File: src/hw/rtl/llsc_pkg.sv
// Types, keyword constants and match functions for the severity classifier.
package llsc_pkg;

  typedef logic [2:0] level_t;

  localparam level_t LVL_UNKNOWN  = 3'd0;
  localparam level_t LVL_DEBUG    = 3'd1;
  localparam level_t LVL_INFO     = 3'd2;
  localparam level_t LVL_WARNING  = 3'd3;
  localparam level_t LVL_ERROR    = 3'd4;
  localparam level_t LVL_CRITICAL = 3'd5;

  localparam logic [7:0] CH_LBRACKET = 8'h5B;
  localparam logic [7:0] CH_RBRACKET = 8'h5D;
  localparam logic [7:0] CH_NUL      = 8'h00;
  localparam logic [7:0] CH_LOWER_A  = 8'h61;
  localparam logic [7:0] CH_LOWER_Z  = 8'h7A;
  localparam logic [7:0] CASE_MASK   = 8'hDF;

  localparam logic [3:0] TAG_BYTES = 4'd8;
  localparam logic [3:0] TAG_SAT   = 4'd9;

  // Keywords packed right-justified, first letter in the highest used byte.
  localparam logic [63:0] KW_CRITICAL = 64'h4352_4954_4943_414C;
  localparam logic [31:0] KW_CRIT     = 32'h4352_4954;
  localparam logic [39:0] KW_ERROR    = 40'h45_5252_4F52;
  localparam logic [23:0] KW_ERR      = 24'h45_5252;
  localparam logic [55:0] KW_WARNING  = 56'h57_4152_4E49_4E47;
  localparam logic [31:0] KW_WARN     = 32'h5741_524E;
  localparam logic [31:0] KW_INFO     = 32'h494E_464F;
  localparam logic [39:0] KW_DEBUG    = 40'h44_4542_5547;
  localparam logic [23:0] KW_DBG      = 24'h44_4247;

  typedef struct packed {
    logic       take;   // byte belongs to the examined text
    logic       clear;  // line ends after this byte
    logic [7:0] ch;     // upper-case folded byte
  } llsc_ctrl_t;

  // Severity of a complete tag, zero if it is no keyword.
  function automatic level_t tag_level(input logic [63:0] text, input logic [3:0] len);
    level_t lvl;
    lvl = LVL_UNKNOWN;
    if (len == 4'd8 && text == KW_CRITICAL)                lvl = LVL_CRITICAL;
    else if (len == 4'd4 && text == {32'd0, KW_CRIT})      lvl = LVL_CRITICAL;
    else if (len == 4'd5 && text == {24'd0, KW_ERROR})     lvl = LVL_ERROR;
    else if (len == 4'd3 && text == {40'd0, KW_ERR})       lvl = LVL_ERROR;
    else if (len == 4'd7 && text == {8'd0, KW_WARNING})    lvl = LVL_WARNING;
    else if (len == 4'd4 && text == {32'd0, KW_WARN})      lvl = LVL_WARNING;
    else if (len == 4'd4 && text == {32'd0, KW_INFO})      lvl = LVL_INFO;
    else if (len == 4'd5 && text == {24'd0, KW_DEBUG})     lvl = LVL_DEBUG;
    else if (len == 4'd3 && text == {40'd0, KW_DBG})       lvl = LVL_DEBUG;
    return lvl;
  endfunction

  // Highest level flagged in a seen mask, bit L-1 for level L.
  function automatic level_t highest_level(input logic [4:0] seen);
    level_t lvl;
    lvl = LVL_UNKNOWN;
    if (seen[4])      lvl = LVL_CRITICAL;
    else if (seen[3]) lvl = LVL_ERROR;
    else if (seen[2]) lvl = LVL_WARNING;
    else if (seen[1]) lvl = LVL_INFO;
    else if (seen[0]) lvl = LVL_DEBUG;
    return lvl;
  endfunction

endpackage

File: src/hw/rtl/llsc_if.sv
// Stream interfaces for the log bytes in and the severity results out.
interface llsc_in_if;
  logic       valid;
  logic       ready;
  logic [7:0] ch;
  logic       last;

  modport source (output valid, output ch, output last, input ready);
  modport sink   (input valid, input ch, input last, output ready);
endinterface

interface llsc_out_if;
  logic       valid;
  logic       ready;
  logic [2:0] level;
  logic       from_tag;

  modport source (output valid, output level, output from_tag, input ready);
  modport sink   (input valid, input level, input from_tag, output ready);
endinterface

File: src/hw/rtl/log_line_severity_classifier_top.sv
// Log line severity classifier: input register, scan units, result register.
// Flow: a transferred byte sits in the input register and is processed by the scan units;
//   the result of a line's last byte goes into the result register and can transfer from there.
// Throughput: one byte per cycle while no waiting result stalls a line end.
// A waiting result stalls the input only when the next byte is also a line end.
// Reset clears the line state, the stage valids and the result valid at once.
module log_line_severity_classifier_top #(
  parameter int MAX_LEN = 1024
) (
  input  logic        clk_i,
  input  logic        rst_ni,
  llsc_in_if.sink     in_i,
  llsc_out_if.source  out_o
);

  localparam int CNT_W = $clog2(MAX_LEN);
  localparam logic [CNT_W-1:0] CNT_MAX = CNT_W'(MAX_LEN - 1);

  logic             s1_valid_q;
  logic [7:0]       s1_ch_q;
  logic             s1_last_q;
  logic             stall;
  logic             fire;
  logic             in_xfer;
  logic [CNT_W-1:0] cnt_q, cnt_d;
  logic             ended_q, ended_d;
  logic [7:0]       ch_up;
  logic             live;

  llsc_pkg::llsc_ctrl_t ctrl;
  llsc_pkg::level_t     tag_lvl;
  logic [4:0]           seen;
  llsc_pkg::level_t     res_level;
  logic                 res_from_tag;

  logic                 out_valid_q;
  llsc_pkg::level_t     out_level_q;
  logic                 out_from_tag_q;

  // Hold the input stage only when its line end cannot enter a full result register.
  assign stall   = s1_valid_q && s1_last_q && out_valid_q && !out_o.ready;
  assign fire    = s1_valid_q && !stall;
  assign in_i.ready = !s1_valid_q || !stall;
  assign in_xfer = in_i.valid && in_i.ready;

  always_ff @(posedge clk_i or negedge rst_ni) begin
    if (!rst_ni) begin
      s1_valid_q <= 1'b0;
    end else if (in_xfer) begin
      s1_valid_q <= 1'b1;
    end else if (fire) begin
      s1_valid_q <= 1'b0;
    end
  end

  always_ff @(posedge clk_i) begin
    if (in_xfer) begin
      s1_ch_q   <= in_i.ch;
      s1_last_q <= in_i.last;
    end
  end

  // Fold lower case letters to upper case.
  assign ch_up = (s1_ch_q >= llsc_pkg::CH_LOWER_A && s1_ch_q <= llsc_pkg::CH_LOWER_Z)
                 ? (s1_ch_q & llsc_pkg::CASE_MASK) : s1_ch_q;

  assign live = fire && !ended_q && (cnt_q != CNT_MAX);

  always_comb begin
    cnt_d   = cnt_q;
    ended_d = ended_q;
    if (live) begin
      if (s1_ch_q == llsc_pkg::CH_NUL) begin
        ended_d = 1'b1;
      end else begin
        cnt_d = cnt_q + CNT_W'(1);
      end
    end
  end

  assign ctrl.take  = live && (s1_ch_q != llsc_pkg::CH_NUL);
  assign ctrl.clear = fire && s1_last_q;
  assign ctrl.ch    = ch_up;

  always_ff @(posedge clk_i or negedge rst_ni) begin
    if (!rst_ni) begin
      cnt_q   <= '0;
      ended_q <= 1'b0;
    end else if (ctrl.clear) begin
      cnt_q   <= '0;
      ended_q <= 1'b0;
    end else begin
      cnt_q   <= cnt_d;
      ended_q <= ended_d;
    end
  end

  llsc_tag_scan u_tag_scan (
    .clk_i   (clk_i),
    .rst_ni  (rst_ni),
    .ctrl_i  (ctrl),
    .level_o (tag_lvl)
  );

  llsc_kw_detect u_kw_detect (
    .clk_i  (clk_i),
    .rst_ni (rst_ni),
    .ctrl_i (ctrl),
    .seen_o (seen)
  );

  assign res_from_tag = (tag_lvl != llsc_pkg::LVL_UNKNOWN);
  assign res_level    = res_from_tag ? tag_lvl : llsc_pkg::highest_level(seen);

  always_ff @(posedge clk_i or negedge rst_ni) begin
    if (!rst_ni) begin
      out_valid_q <= 1'b0;
    end else if (ctrl.clear) begin
      out_valid_q <= 1'b1;
    end else if (out_o.ready) begin
      out_valid_q <= 1'b0;
    end
  end

  always_ff @(posedge clk_i) begin
    if (ctrl.clear) begin
      out_level_q    <= res_level;
      out_from_tag_q <= res_from_tag;
    end
  end

  assign out_o.valid    = out_valid_q;
  assign out_o.level    = out_level_q;
  assign out_o.from_tag = out_from_tag_q;

endmodule

File: src/hw/rtl/llsc_tag_scan.sv
// Bracketed tag scanner: tracks the open tag and latches the first matching one.
module llsc_tag_scan (
  input  logic                clk_i,
  input  logic                rst_ni,
  input  llsc_pkg::llsc_ctrl_t ctrl_i,
  output llsc_pkg::level_t    level_o
);

  logic [63:0]       text_q, text_d;
  logic [3:0]        len_q, len_d;
  logic              inside_q, inside_d;
  logic              over_q, over_d;
  llsc_pkg::level_t  lvl_q, lvl_d;
  llsc_pkg::level_t  match_lvl;

  assign match_lvl = llsc_pkg::tag_level(text_q, len_q);

  always_comb begin
    text_d   = text_q;
    len_d    = len_q;
    inside_d = inside_q;
    over_d   = over_q;
    lvl_d    = lvl_q;
    if (ctrl_i.take && !over_q) begin
      if (inside_q) begin
        if (ctrl_i.ch == llsc_pkg::CH_RBRACKET) begin
          if (match_lvl != llsc_pkg::LVL_UNKNOWN) begin
            lvl_d  = match_lvl;
            over_d = 1'b1;
          end
          inside_d = 1'b0;
          text_d   = '0;
          len_d    = '0;
        end else if (len_q < llsc_pkg::TAG_SAT) begin
          if (len_q < llsc_pkg::TAG_BYTES) begin
            text_d = {text_q[55:0], ctrl_i.ch};
          end
          len_d = len_q + 4'd1;
        end
      end else if (ctrl_i.ch == llsc_pkg::CH_LBRACKET) begin
        inside_d = 1'b1;
        text_d   = '0;
        len_d    = '0;
      end
    end
  end

  // The result sees this byte's update; the line end then clears everything.
  assign level_o = lvl_d;

  always_ff @(posedge clk_i or negedge rst_ni) begin
    if (!rst_ni) begin
      text_q   <= '0;
      len_q    <= '0;
      inside_q <= 1'b0;
      over_q   <= 1'b0;
      lvl_q    <= llsc_pkg::LVL_UNKNOWN;
    end else if (ctrl_i.clear) begin
      text_q   <= '0;
      len_q    <= '0;
      inside_q <= 1'b0;
      over_q   <= 1'b0;
      lvl_q    <= llsc_pkg::LVL_UNKNOWN;
    end else begin
      text_q   <= text_d;
      len_q    <= len_d;
      inside_q <= inside_d;
      over_q   <= over_d;
      lvl_q    <= lvl_d;
    end
  end

endmodule

File: src/hw/rtl/llsc_kw_detect.sv
// Keyword detector: sliding window of recent bytes, flags each level seen.
module llsc_kw_detect (
  input  logic                 clk_i,
  input  logic                 rst_ni,
  input  llsc_pkg::llsc_ctrl_t ctrl_i,
  output logic [4:0]           seen_o
);

  // Four earlier bytes suffice: CRITICAL, ERROR and WARNING begin with a shorter keyword; DEBUG fits in five.
  logic [31:0] win_q, win_d;
  logic [4:0]  seen_q, seen_d;
  logic [39:0] cur;
  logic [4:0]  hits;

  assign cur = {win_q, ctrl_i.ch};

  always_comb begin
    hits = '0;
    if (cur[31:0] == llsc_pkg::KW_CRIT) hits[4] = 1'b1;
    if (cur[23:0] == llsc_pkg::KW_ERR)  hits[3] = 1'b1;
    if (cur[31:0] == llsc_pkg::KW_WARN) hits[2] = 1'b1;
    if (cur[31:0] == llsc_pkg::KW_INFO) hits[1] = 1'b1;
    if (cur[23:0] == llsc_pkg::KW_DBG || cur == llsc_pkg::KW_DEBUG) hits[0] = 1'b1;
  end

  always_comb begin
    win_d  = win_q;
    seen_d = seen_q;
    if (ctrl_i.take) begin
      win_d  = cur[31:0];
      seen_d = seen_q | hits;
    end
  end

  assign seen_o = seen_d;

  always_ff @(posedge clk_i or negedge rst_ni) begin
    if (!rst_ni) begin
      win_q  <= '0;
      seen_q <= '0;
    end else if (ctrl_i.clear) begin
      win_q  <= '0;
      seen_q <= '0;
    end else begin
      win_q  <= win_d;
      seen_q <= seen_d;
    end
  end

endmodule

File: src/flat_wrapper.sv
// flat-port wrapper written by rule: the top's interface ports become plain ports
module log_line_severity_classifier_top_flat 
#(
  parameter int MAX_LEN = 1024
)
  (clk_i, rst_ni, in_i_valid, in_i_ch, in_i_last, in_i_ready, out_o_valid, out_o_level, out_o_from_tag, out_o_ready);
  llsc_in_if in_i_i ();
  llsc_out_if out_o_i ();
  input  logic clk_i;
  input  logic rst_ni;
  input wire logic [$bits(in_i_i.valid)-1:0] in_i_valid;
  input wire logic [$bits(in_i_i.ch)-1:0] in_i_ch;
  input wire logic [$bits(in_i_i.last)-1:0] in_i_last;
  output wire logic [$bits(in_i_i.ready)-1:0] in_i_ready;
  output wire logic [$bits(out_o_i.valid)-1:0] out_o_valid;
  output wire logic [$bits(out_o_i.level)-1:0] out_o_level;
  output wire logic [$bits(out_o_i.from_tag)-1:0] out_o_from_tag;
  input wire logic [$bits(out_o_i.ready)-1:0] out_o_ready;
  assign in_i_i.valid = in_i_valid;
  assign in_i_i.ch = in_i_ch;
  assign in_i_i.last = in_i_last;
  assign in_i_ready = in_i_i.ready;
  assign out_o_valid = out_o_i.valid;
  assign out_o_level = out_o_i.level;
  assign out_o_from_tag = out_o_i.from_tag;
  assign out_o_i.ready = out_o_ready;
  log_line_severity_classifier_top #(.MAX_LEN(MAX_LEN)) u_core (.clk_i(clk_i), .rst_ni(rst_ni), .in_i(in_i_i), .out_o(out_o_i));
endmodule
File: config.mk
export PLATFORM = sky130hd
export DESIGN_NAME = log_line_severity_classifier_top_flat
export DESIGN_NICKNAME = d
export VERILOG_FILES = /design/src/hw/rtl/llsc_pkg.sv /design/src/hw/rtl/llsc_if.sv /design/src/hw/rtl/log_line_severity_classifier_top.sv /design/src/hw/rtl/llsc_tag_scan.sv /design/src/hw/rtl/llsc_kw_detect.sv /design/src/flat_wrapper.sv
export SDC_FILE = /design/constraint.sdc
export NUM_CORES = 1
export LEC_CHECK = 0
export BUFFER_PORTS_ARGS = -buffer_cell sky130_fd_sc_hd__buf_4
export CORE_MARGIN = 2
export CORE_UTILIZATION = 55
export DETAILED_ROUTE_END_ITERATION = 8
export GPL_ROUTABILITY_DRIVEN = 0
export PLACE_DENSITY = 0.71
export SYNTH_ARGS = -nofsm -noshare
export SYNTH_HDL_FRONTEND = slang
export SYNTH_SLANG_ARGS = --single-unit
File: constraint.sdc
create_clock -name clk_i -period 3.9 [get_ports clk_i]
set_clock_uncertainty 0.2 [all_clocks]
set_input_delay 0.39 -clock clk_i [delete_from_list [all_inputs] [get_ports clk_i]]
set_output_delay 0.39 -clock clk_i [all_outputs]
set_load 0.01 [all_outputs]
# Word level (Yosys, flattened, before mapping)
# Cells that the tools add are included.
# Widths: inputs -> output; s select.
# totals
regBits	136
inputBits	13
out_inout_bits	6
wordCells	157
# classes
addsub	2
magnitude_cmp	4
n_eq_ne	26
muxes	63
bitwise	1
n_reduce_logical	46
# op_table
cell	n
$mux 64	7
$eq 64x31->1 const B	3
$eq 64x23->1 const B	2
$eq 64x39->1 const B	2
$eq 32x31->1 const B	3
$eq 64x55->1 const B	1
$eq 64x63->1 const B	1
$mux 32	2
$eq 24x23->1 const B	2
$mux 3	14
$eq 40x39->1 const B	1
$mux 10	3
$mux 1	25
$mux 4	6
$logic_and 1x1->1	20
$reduce_bool 2->1	9
$eq 8x7->1 const B	2
$eq 4x3->1 const B	3
$add 10x1->10 const B	1
$mux 5	2
$ne 10x10->1 const B	1
$reduce_bool 3->1	3
$ge 8x7->1 const B	1
$le 8x7->1 const B	1
other kinds (16)	27

# Logic depth before layout (Yosys ltp)
# depth
depth_word	18
ltp_mapped	12
ltp_nobuf	9

# Hierarchy
# From an unflattened synthesis, not the netlist that was laid out.
# hier_totals
cells_unflattened	765
hier_area_um2	7173.1
# modules_own_cells
module	instances	cells_per_inst	area_each_um2	seq_area_each_um2
llsc_tag_scan	1	487	4115.2	1826.8
llsc_kw_detect	1	167	1824.2	925.9
log_line_severity_classifier_top	1	111	1233.7	715.7

# Worst setup path after synthesis
# No wires, ideal clock.
# synth_timing
path_kind	register to register
start	register u_core.u_tag_scan.text_q[20]
end	register u_core.out_from_tag_q, in the netlist u_core.out_o.from_tag, data pin
setup_time_ps	265
arrival_time_ps	2236
required_time_ps	3435
path_slack_ps	1199
stages_incl_launch_ff	7
n_path_buf	0
period_less_slack_ps	2701
path_cell_list	dfrtp_1 or4b_2 and4bb_2 o21ai_0 a41o_1 a21o_1 or3_1
# synth_via
elab_chain_len	17
word_cells_on_any_way	33
cone_classes	eq/ne (9); mux (13); reduce/logical (11)
# synth_lines
item	line	rtl
start, declared	llsc_tag_scan.sv:9	logic [63:0] text_q, text_d;
start signal, assigned	llsc_tag_scan.sv:65	text_q <= text_d;
$eq 64x23->1	llsc_pkg.sv:52	else if (len == 4'd3 && text == {40'd0, KW_DBG}) lvl = LVL_DEBUG;
$logic_and 1x1->1	llsc_pkg.sv:52	
$mux 1	llsc_pkg.sv:52	
$mux 1	llsc_pkg.sv:51	else if (len == 4'd5 && text == {24'd0, KW_DEBUG}) lvl = LVL_DEBUG;
$mux 2	llsc_pkg.sv:50	else if (len == 4'd4 && text == {32'd0, KW_INFO}) lvl = LVL_INFO;
$mux 2	llsc_pkg.sv:49	else if (len == 4'd4 && text == {32'd0, KW_WARN}) lvl = LVL_WARNING;
$mux 2	llsc_pkg.sv:48	else if (len == 4'd7 && text == {8'd0, KW_WARNING}) lvl = LVL_WARNING;
$mux 3	llsc_pkg.sv:47	else if (len == 4'd3 && text == {40'd0, KW_ERR}) lvl = LVL_ERROR;
(+2 left out)	-	
$mux 3 (*)	llsc_pkg.sv:44	if (len == 4'd8 && text == KW_CRITICAL) lvl = LVL_CRITICAL;
$reduce_bool 3->1	llsc_tag_scan.sv:27	if (match_lvl != llsc_pkg::LVL_UNKNOWN) begin
$mux 3 (*)	llsc_tag_scan.sv:27	
$mux 3 (*)	llsc_tag_scan.sv:26	if (ctrl_i.ch == llsc_pkg::CH_RBRACKET) begin
$mux 3 (*)	llsc_tag_scan.sv:25	if (inside_q) begin
$mux 3 (*)	llsc_tag_scan.sv:24	if (ctrl_i.take && !over_q) begin
$reduce_bool 3->1 (*)	log_line_severity_classifier_top.sv:112	assign res_from_tag = (tag_lvl != llsc_pkg::LVL_UNKNOWN);
named net u_core.res_from_tag	log_line_severity_classifier_top.sv:34	logic res_from_tag;
end signal, assigned	log_line_severity_classifier_top.sv:128	out_from_tag_q <= res_from_tag;
end, declared	log_line_severity_classifier_top.sv:38	logic out_from_tag_q;
# Mark *: on every way through the listed nets, which the timed path passes. The rest lies on a longest branch.
# A chain may end at the register's enable or synchronous reset.

# Worst setup path in the final report
# layout_timing
start	register u_core.u_tag_scan.text_q[23]
end	register u_core.out_from_tag_q, in the netlist u_core.out_o.from_tag, data pin
# Same word-level chain as after synthesis.

==> impl_metrics.json <==
{
  "outcome": "completed",
  "cts_max_path_buffers": 2,
  "synthTopCellsByCount": "nand2_1 (213), dfrtp_1 (123), o21ai_0 (62)",
  "wirelength_mm": 15.5,
  "yosysWarnings": 0,
  "grt_pass1_vias": 5455,
  "dr_total_vias": 5513,
  "synth.most_common_cell": "nand2_1",
  "synthFlopType": "dfrtp_1",
  "clock-sinks": 136,
  "dpl-instance-area_sq_mm": 0.00685,
  "cp-end-kind": "flip-flop",
  "ios": 19,
  "rsz0062_at_grt": "false",
  "remaining_drc_errors": 0,
  "power_density_mw_per_mm2": 455,
  "path_max_fanout": 5,
  "cp_data_required_time_ps": 3870,
  "start_util_pct": 55.8,
  "via_per_inst": 6.06,
  "ir_worst_vdd_uv": 338,
  "start_kind": "flip-flop",
  "ys_seq_area_share_pct": 52.2,
  "worst_hold_path.num_cells": 3,
  "synthDistinctLibCells": 58,
  "final_area_sq_mm": 0.00755,
  "fin_setup_tns_ps": 0,
  "period_share_pct": 80.3,
  "p_leak_nw": 3.05,
  "dr.pass1.iters": 5,
  "rrSetupSlack_ps": 770,
  "grt_pass1_wl_mm": 26.4,
  "die_height_um": 114,
  "grt_max_degree": 79,
  "nNetsFinal": 768,
  "reg2reg_depth": 7,
  "yosys.area.top_type_share_pct": 46.3,
  "wl_met3_um": 696,
  "critPathKind": "reg -> reg",
  "port_buffers": 18,
  "async_flop_share_pct": 90.4,
  "cts_tree": "done",
  "floorplan.die_area_sq_mm": 0.0130,
  "highest_layer": "met4",
  "grt_antenna_before_repair": 0,
  "antenna_cells": 0,
  "synthTopCellsByArea": "dfrtp_1 (46%), nand2_1 (12%), edfxtp_1 (5.9%)",
  "synth_seq_cells": 136,
  "track_usage_pct": 25.8,
  "cts_buffers": 17,
  "syn2layout_area_growth_pct": 13.6,
  "wl_met1_mm": 6.68,
  "holdCritPathClass": "in -> reg",
  "final-max-slew-violation-count": 0,
  "dp_hpwl_mm": 10.4,
  "tightest_slew_ps": 983,
  "synth_cells": 735,
  "drive_gt1_share_pct": 8.91,
  "htree_num_levels": 4,
  "min_to": "u_core.out_o.valid",
  "postSynthAreaPerCell_sq_um": 9.04,
  "root_buffer": "clkbuf_16",
  "rr_endpoint": "u_core.out_o.from_tag",
  "fmax_mhz": 319,
  "maxCapViolCount": 0,
  "hold_viol": 0,
  "min_from": "out_o_ready",
  "post_cts_resized": 0,
  "drt_iter0_markers": 532,
  "clk_pin_slew_ps": 60,
  "rows": 40,
  "fp.coreArea_sq_mm": 0.0119,
  "slew_headroom_pct": 34.4,
  "finalCriticalPeriod_ps": 3130,
  "syn-num-nets": 753,
  "fill_cells": 996,
  "die_w_um": 114,
  "synth_area_sq_mm": 0.00664,
  "ant_nets": 0,
  "r2r-start": "u_core.u_tag_scan.text_q[23]",
  "wl_per_cell_um": 17.0,
  "wl_met2_mm": 7.71,
  "synth-edff-count": 13,
  "grt.overflow.total": 0,
  "arrival_ps": 3110,
  "clk_latency_ps": 430,
  "setup_viol": 0,
  "synth_top_area_cell": "dfrtp_1"
}
==> what timing repair did <==
action | in CTS | in global routing
endpoints found under the hold margin | 87 | 0
hold buffers | 11 | 0
setup buffers | 0 | 0
==> area by class of cell <==
type                    instances  area, sq um  share of cell area [%]
repair buffers                 36          323                    4.28
flip-flops and latches        136         3470                    46.0
inverters                       7         26.3                   0.348
clock inverters                12          151                    2.01
multi-input cells             552         2960                    39.2
clock buffers                  20          437                    5.79
well taps                     147          184                    2.44
==> flip-flops by register name (all words and copies together), names as in the netlist <==
register                    flops
u_core.u_tag_scan.text_q       64
u_core.u_kw_detect.win_q       32
u_core.cnt_q                   10
u_core.s1_ch_q                  8
u_core.u_kw_detect.seen_q       5
u_core.u_tag_scan.len_q         4
u_core.out_o.level              3
u_core.u_tag_scan.lvl_q         3
u_core.ended_q                  1
u_core.out_o.from_tag           1
u_core.out_o.valid              1
u_core.s1_last_q                1
u_core.s1_valid_q               1
u_core.u_tag_scan.inside_q      1
u_core.u_tag_scan.over_q        1
==> metrics by stage <==
step / hold WS, ps / power, mW / std cells / setup WS (ps) / util, %
finish: 51.3 / 3.44 / 910 / 767 / 63.4
global route: 82.2 / 3.55 / 910 / 582 / 63.4
CTS: 46.2 / 3.45 / 910 / 797 / 63.4
detailed placement: 281 / 1.84 / 867 / 816 / 57.5
global placement: 267 / 1.83 / 867 / 947 / 57.5
floorplan: -106 / 1.75 / 735 / 1200 / -
==> critical path, cell delays in order (launching register included) <==
cell and delay (ps):
dfrtp_1 390, nor3b_1 620, nand4_1 280, nor4_2 380, o21ai_0 180, a41o_1 300, a21o_1 190, or3_1 330
==> placed cells by master (no fill, tap or decap), drive strengths merged, types with 8 or more instances in the layout <==
cell | Yosys | layout
edfxtp | 13 | 13
buf | 14 | 25
nand4 | 24 | 24
nor4 | 20 | 20
clkbuf | 26 | 20
inv | 7 | 8
dfrtp | 123 | 123
nor3 | 17 | 17
nand2 | 213 | 213
dlygate4sd3 | 0 | 11
a21oi | 41 | 41
o21ai | 72 | 72
nand3 | 16 | 16
nor2 | 29 | 29
==> worst max path at each step <==
stage | cells after the start | to | slack (ps) | start
final | 7 | u_core.out_o.from_tag | 770 | u_core.u_tag_scan.text_q[23]
after global routing | 7 | u_core.out_o.from_tag | 580 | u_core.u_tag_scan.text_q[15]
after CTS | 7 | u_core.out_o.from_tag | 800 | u_core.u_tag_scan.text_q[15]
after detailed placement | 7 | u_core.out_o.from_tag | 820 | u_core.u_tag_scan.text_q[15]
after global placement | 7 | u_core.out_o.from_tag | 950 | u_core.u_tag_scan.text_q[28]
after floorplan | 6 | u_core.out_o.from_tag | 1200 | u_core.u_tag_scan.text_q[20]
==> metal layers <==
layer	track usage, %	up-vias
met1	32.1	2651
met3	5.58	45
met5	0	-
met2	43.2	182
li1	-	2635
met4	12.2	0
==> cells by family (layout without fill, tap and decap cells) <==
| kind of cell | count (synthesis) | count (layout) | synth area share [%] |
|---|---|---|---|
| DFF | 136 | 136 | 52.2 |
| and+or+nand+nor | 398 | 398 | 30.1 |
| xor gates and xnor gates | 7 | 7 | 0.923 |
| buffers and inverters | 47 | 75 | 3.50 |
| adders and majority gates | 5 | 5 | 0.942 |
| AOI/OAI and AO/OA | 142 | 142 | 12.3 |
==> power breakdown <==
part / total, mW / switching (mW) / internal (mW) / leakage, nW
clock: 1.61 / 0.607 / 1.00 / 0.276
sequential: 1.58 / 0.0766 / 1.50 / 1.80
combinational: 0.250 / 0.158 / 0.0920 / 0.966
Note: power is estimated with default switching activity, not from simulation.
